**src/hw/rtl/bkl_ram.sv**
```systemverilog
// Generic simple dual-port RAM: one write port, one read port with
// registered read data. Standalone; no package dependency.
`timescale 1ns / 1ps

module bkl_ram #(
  parameter int unsigned WIDTH = 8,
  parameter int unsigned DEPTH = 16
) (
  input  logic                     clk_i,
  input  logic                     we_i,
  input  logic [$clog2(DEPTH)-1:0] waddr_i,
  input  logic [WIDTH-1:0]         wdata_i,
  input  logic                     re_i,
  input  logic [$clog2(DEPTH)-1:0] raddr_i,
  output logic [WIDTH-1:0]         rdata_o
);

  logic [WIDTH-1:0] mem_q [DEPTH];
  logic [WIDTH-1:0] rdata_q;

  // Write port.
  always_ff @(posedge clk_i) begin
    if (we_i) begin
      mem_q[waddr_i] <= wdata_i;
    end
  end

  // Read port with registered read data.
  always_ff @(posedge clk_i) begin
    if (re_i) begin
      rdata_q <= mem_q[raddr_i];
    end
  end

  assign rdata_o = rdata_q;

endmodule

```
**config.mk**
```make
export PLATFORM = sky130hd
export DESIGN_NAME = bkl_ram
export DESIGN_NICKNAME = d
export VERILOG_FILES = /design/src/hw/rtl/bkl_ram.sv
export SDC_FILE = /design/constraint.sdc
export NUM_CORES = 1
export LEC_CHECK = 0
export ABC_AREA = 0
export BUFFER_PORTS_ARGS = -buffer_cell sky130_fd_sc_hd__buf_2
export CORE_ASPECT_RATIO = 0.7
export CORE_MARGIN = 2
export CORE_UTILIZATION = 50
export CTS_CLUSTER_DIAMETER = 150
export DETAILED_ROUTE_END_ITERATION = 12
export GPL_TIMING_DRIVEN = 0
export PLACE_DENSITY = 0.67
export REMOVE_ABC_BUFFERS = 1
export SETUP_SLACK_MARGIN = 0.4
export SYNTH_ARGS = -nofsm -noshare
export SYNTH_HDL_FRONTEND = slang
export SYNTH_SLANG_ARGS = --single-unit
```
**constraint.sdc**
```tcl
create_clock -name clk_i -period 3.3 [get_ports clk_i]
set_input_delay 0.66 -clock clk_i [delete_from_list [all_inputs] [get_ports clk_i]]
set_output_delay 0.66 -clock clk_i [all_outputs]
set_load 0.01 [all_outputs]
```
Yosys cells after proc, flatten, opt, wreduce, memory -nomap -nowiden
Memory sizes are Yosys's and may differ from the RTL's. A register that Yosys moved wholly into a read port is not among the register bits.
Cells that the tools add are included.
{ "classes": {"mux": 2} }
{ "ops": {"columns": ["cell", "n"], "rows": [
  ["$mux 1", 2]
]} }
{ "totals": {"output_inout_bits": 8, "register_bits": 0, "mem_bits_rw": 128, "elab_cells": 3, "mem_count": 1, "in_bits": 19} }
{ "mem_list": {"columns": ["memory", "depth", "word_bits", "read_ports", "rd_ports_with_merged_regs", "wr", "line", "rtl"], "rows": [
  ["mem_q", 16, 8, 1, 1, 1, "18", "logic [WIDTH-1:0] mem_q [DEPTH];"]
]} }

Longest topological paths before layout
Gate-level depths: netlist of the first run.
{ "depth": {"word_depth": 2, "mapped_depth": 5, "ltp_nobuf": 3} }

Least setup slack after synthesis of the first run
No wires, ideal clock.
{ "synth_timing": {"path_kind": "input port to flip-flop", "from": "in waddr_i[2]", "to": "mem mem_q[0][0], enable pin", "path_buffers": 0, "cell_stages": 2, "arrival_ns": 1.770, "required_time_ns": 2.917, "setup_slack_ns": 1.147, "setup_ns": 0.383, "path_cell_list": "or3b_2 -> nor3_1"} }
{ "synth_lines": {"columns": ["element", "line", "rtl"], "rows": [
  ["start: declaration", "11", "input logic [$clog2(DEPTH)-1:0] waddr_i,"],
  ["end: declaration", "18", null]
]} }
No word-level cell before the write port.

==> results of run 1 <==
-- layout by cell type (no fill, tap or decap) --
master,instances
a22oi_1,16
and2_1,1
and2b_1,1
buf_2,26
bufinv_16,2
clkbuf_16,17
clkinv_1,1
clkinv_2,4
clkinv_4,1
clkinvlp_4,4
edfxtp_1,136
inv_6,2
inv_8,1
mux4_1,14
mux4_2,18
nand2_1,9
nand2b_1,2
nand3_1,1
nand3b_1,2
nor2_1,13
nor2b_1,1
nor3_2,4
or3b_2,1
-- report_power, final --
group	total, W	internal, W	leakage (nW)	switching, W
Clock	0.00182	0.00111	0.275	0.000708
Combinational	0.000171	0.0000673	0.478	0.000104
Sequential	0.00195	0.00195	1.24	0.00000802
-- cells by family after synthesis --
| family | after synthesis | share of synthesized area, % |
|---|---|---|
| and+or+nand+nor | 35 | 3.14 |
| AOI/OAI and AO/OA | 16 | 2.30 |
| DFF | 136 | 78.1 |
| muxes | 32 | 14.8 |
| buffers and inverters | 10 | 1.65 |
-- stage by stage --
stage	setup WS [ns]	area, sq um	hold slack (ns)
floorplan	1.15	5140	0.705
global placement	0.448	5440	0.741
detailed placement	0.453	5440	0.758
CTS	0.891	6020	0.591
global route	0.795	6030	0.589
finish	0.945	6030	0.605
-- sequential cells by signal, indices dropped and copies added, names as in the netlist --
name     cells
mem_q      128
rdata_o      8
-- path summary, 6_finish.rpt --
path	startpoint	slack, ns	cells after the start	end
setup / recovery	raddr_i[0]	0.94	4	rdata_o[5]
hold / removal	re_i	0.61	1	rdata_o[7]
setup reg to reg	mem_q[1][5]	1.77	3	rdata_o[5]
hold reg to reg	mem_q[10][6]	0.77	3	rdata_o[6]
-- final cells by class --
type                       instances  area share [%]
multi-input combinational         83            17.9
clock inverter                    15            2.51
tap                              132            2.74
timing repair buffer              26            2.16
sequential                       136            67.7
clock buffer                      17            7.05
-- routing by layer --
metal	vias up	track usage [%]	wire [microns]
met5	-	0	0
met1	1241	27.7	4500
met2	89	26.1	4220
li1	1056	-	-
met3	2	6.34	819
met4	0	6.99	26
==> metrics.txt, run 1 <==
worst vdd ir 0.000393 V; Least-Margin Pin Slew 1.06 ns; RSZ-0062 raised after global routing no; Final Cycle Share 71.4%; Inserted Diodes 0; Slew HR 29.1%; final net count 283; DRT iter0 DRCs 183; CP max stage cell buf_2; average cell area after synthesis 22.8 sq um; I/O pin count 27; GR Overflow Total 0; HPWL after detailed placement 5780 microns; Final Core Density 58.7%; Vias 2388; most common cell in the netlist edfxtp_1; Die X 126 microns; root buffer cell clkbuf_16; Netlist cell types 18; CTS Hold Bufs 0; post_cts resized 0; Multi-input gate area 1080 sq um; Skew-Pair Late Insertion Delay 0.41 ns; Starting Density 50.9%; Synth area leaders edfxtp_1 78%, mux4_2 7.8%, mux4_1 7.0%, a22oi_1 2.3%, nor2_1 0.93%; Final Max Slew Viols 0; Post CTS Setup Buffer Count 0; clock buffer depth 2; top cell type by total area after synthesis edfxtp_1; CTS tree built; Cell Area, Synth 5230 sq um; std cell rows 31; maximum clock frequency 425 MHz; Critical Path Source Type primary input; die height 89.6 microns; crit-path max FO 32; fillcell total 742; placed cells 377; post-synthesis async set-or-reset flop share 0%; Buf+Inv Stages, Crit Path 1; status completed; clk_skew 0.00517 ns; Post-synth EDFFs 136; Vias/cell 5.84; first-pass GRT wire length 14300 microns; path type of the worst min-delay path primary input to flop; maxcap violations 0; minimum clock period 2.36 ns; per-cell routed wire length 23.4 microns; Final setup viols 0; DRC violations left 0; Core Box Area 10300 sq um; Worst EP required 3.43 ns; endpoint type of the worst setup path flop; Reg clk slew, reported paths 0.06 ns; Largest stage delay, worst path 0.76 ns; pwr dens 654 nW/um^2; YS warnings 0; WL final 9570 microns; Final Wtd Congestion 0.714; final hold vios 0; area growth from synthesis to layout 15.4%; Crit path arrival time 2.48 ns; Seq cells post-synth 136; worst path cell trace buf_2, mux4_1, a22oi_1, nand2_1; Pre-Repair DR Iteration Count 4; Die ar. 11300 sq um; Post-synth top cells 136 x edfxtp_1, 18 x mux4_2, 16 x a22oi_1; CTS sink cnt 136; setup tns final 0 ns; crit path kind primary input to flop; FF+latch area 4080 sq um; initial antenna violation count 0; antenna viol nets, final 0; global router's overall resource usage 18.7%; Power Total 0.00395 W; Post-Syn Instances 229; cts bufs inserted 17; CTS H-tree lvls 4; largest net degree at the start of global routing 33; Static Leak 1.99 nW; ys flop type edfxtp_1; final cell count without fillers 409; top cell type's share of synthesized area 78.1%; Seq/Total Area, Yosys 78.1%; CP top delay family buffers and inverters; buffers added on ports 26; layout cell share with drive strength beyond 1 28.9%; number of global-route vias before repair 2347
Power figures use the tool's default switching activity.
==> run 2: changes to the inputs <==
--- a/config.mk
+++ b/config.mk
@@ -13,7 +13,7 @@
 export CTS_CLUSTER_DIAMETER = 150
 export DETAILED_ROUTE_END_ITERATION = 12
 export GPL_TIMING_DRIVEN = 0
-export PLACE_DENSITY = 0.67
+export PLACE_DENSITY = 0.7
 export REMOVE_ABC_BUFFERS = 1
 export SETUP_SLACK_MARGIN = 0.4
 export SYNTH_ARGS = -nofsm -noshare
==> constraint.sdc (replaced) <==
create_clock -name clk_i -period 1.9 [get_ports clk_i]
set_input_delay 0.38 -clock clk_i [delete_from_list [all_inputs] [get_ports clk_i]]
set_output_delay 0.38 -clock clk_i [all_outputs]
set_load 0.01 [all_outputs]
==> metrics.txt, run 2 (synthesized netlist as in run 1, its figures left out) <==
status completed; cts bufs inserted 17; CTS tree built; CTS H-tree lvls 4; minimum clock period 1.69 ns; antenna viol nets, final 0; Final setup viols 0; Die ar. 11300 sq um; Vias 2409; Starting Density 50.9%; Worst EP required 1.94 ns; number of global-route vias before repair 2377; dpl cell area 5450 sq um; DRT iter0 DRCs 247; Final Core Density 60.0%; Pre-Repair DR Iteration Count 4; Slew HR 37.0%; clk_skew 0.00780 ns; Die X 126 microns; most frequent cells in the layout 136 x edfxtp_1, 25 x buf_2, 23 x mux4_2, 17 x clkbuf_16, 10 x a22oi_2; first-pass GRT wire length 14300 microns; clock buffer depth 2; final instance area 6170 sq um; per-cell routed wire length 24.1 microns; Skew-Pair Late Insertion Delay 0.42 ns; total internal power 0.00594 W; CP top delay family simple AND/OR/NAND/NOR gates; worst vdd ir 0.00105 V; largest net degree at the start of global routing 33; pwr dens 1180 nW/um^2; path type of the worst min-delay path primary input to flop; WL final 9870 microns; Static Leak 2.02 nW; final net count 284; placed cells 378; sequential share of power 46.7%; most common cell after layout, fill and taps aside edfxtp_1; final cell count without fillers 409; Post CTS Setup Buffer Count 0; max reg flops 128; root buffer cell clkbuf_16; Final Wtd Congestion 0.760; GR Overflow Total 0; Multi-input gate area 1130 sq um; HPWL after detailed placement 5880 microns; clock power share 48.8%; I/O pin count 27; Biggest register mem_q; CTS Hold Bufs 0; DRC violations left 0; setup tns final 0 ns; Buf+Inv Stages, Crit Path 1; initial antenna violation count 0; Final Max Slew Viols 0; CP max stage cell nor2_1; Switching Share 18.4%; layout cell share with drive strength beyond 1 35.4%; Inserted Diodes 0; buffers added on ports 26; Reg clk slew, reported paths 0.05 ns; worst path cell trace buf_2, or3b_2, nor2_1; crit-path max FO 8; std cell rows 31; Largest stage delay, worst path 0.68 ns; Core Box Area 10300 sq um; fillcell total 710; global router's overall resource usage 18.7%; crit path kind primary input to flop; final hold vios 0; sw power 0.00134 W; die height 89.6 microns; Final Cycle Share 88.7%; area growth from synthesis to layout 18.0%; Logic pwr share 4.5%; Vias/cell 5.89; FF+latch area 4080 sq um; Critical Path Source Type primary input; Least-Margin Pin Slew 0.943 ns; CTS sink cnt 136; final hold slack 0.312 ns; RSZ-0062 raised after global routing yes; maximum clock frequency 593 MHz; endpoint type of the worst setup path flop; Crit path arrival time 1.73 ns; maxcap violations 0
## run 2: cell count changes in the layout (fill, tap and decap cells not counted), sizes merged
cell	delta
bufinv	+4
clkinvlp	-4
inv	-3
clkbuf	+2
buf	+1
## run 2: cell type report
| type | count | share of cell area [%] |
|---|---|---|
| sequential | 136 | 66.2 |
| clock buffer | 19 | 7.02 |
| multi-input combinational | 83 | 18.3 |
| tap | 132 | 2.68 |
| clock inverter | 12 | 3.33 |
| timing repair buffer | 27 | 2.47 |
## run 2: worst paths after layout
check,start,endpoint,slack [ns],cells past startpoint
setup reg to reg,mem_q[9][5],rdata_o[5],0.40,3
hold reg to reg,mem_q[13][4],rdata_o[4],0.78,3
hold / removal,re_i,rdata_o[5],0.31,1
setup / recovery,waddr_i[2],mem_q[2][3],0.21,3
## run 2: worst register-to-register path, cell delays in order, from the launching register on
cell and delay (ns):
edfxtp_1 0.35, mux4_1 0.52, a22oi_2 0.25, nand2_2 0.12
## run 2: power by group through the flow
| stage | Sequential [W] | Combinational [W] | Clock [W] |
|---|---|---|---|
| floorplan | 0.00346 | 0.000135 | 0 |
| global placement | 0.00345 | 0.000292 | 0 |
| detailed placement | 0.00346 | 0.000303 | 0 |
| CTS | 0.00340 | 0.000310 | 0.00361 |
| global route | 0.00340 | 0.000354 | 0.00374 |
| finish | 0.00340 | 0.000330 | 0.00355 |
## run 2: what timing repair did
action,CTS,global route
cloned,0,0
resized for setup,9,21
endpoints found under the setup margin,48,54
pin swaps,0,4
## run 2: through the flow
stage | total power, W | setup WS, ns
2_1_floorplan | 0.00360 | 0.0271
3_3_place_gp | 0.00375 | -0.675
3_5_place_dp | 0.00376 | -0.679
4_1_cts | 0.00731 | 0.215
5_1_grt | 0.00750 | 0.170
6_report | 0.00728 | 0.214
## run 2: layer usage
layer	up-vias	wire, microns	global-route usage (%)
met5	-	0	0
met2	106	4500	26.5
li1	1049	-	-
met1	1235	4450	26.4
met4	0	181	8.59
met3	19	743	6.58
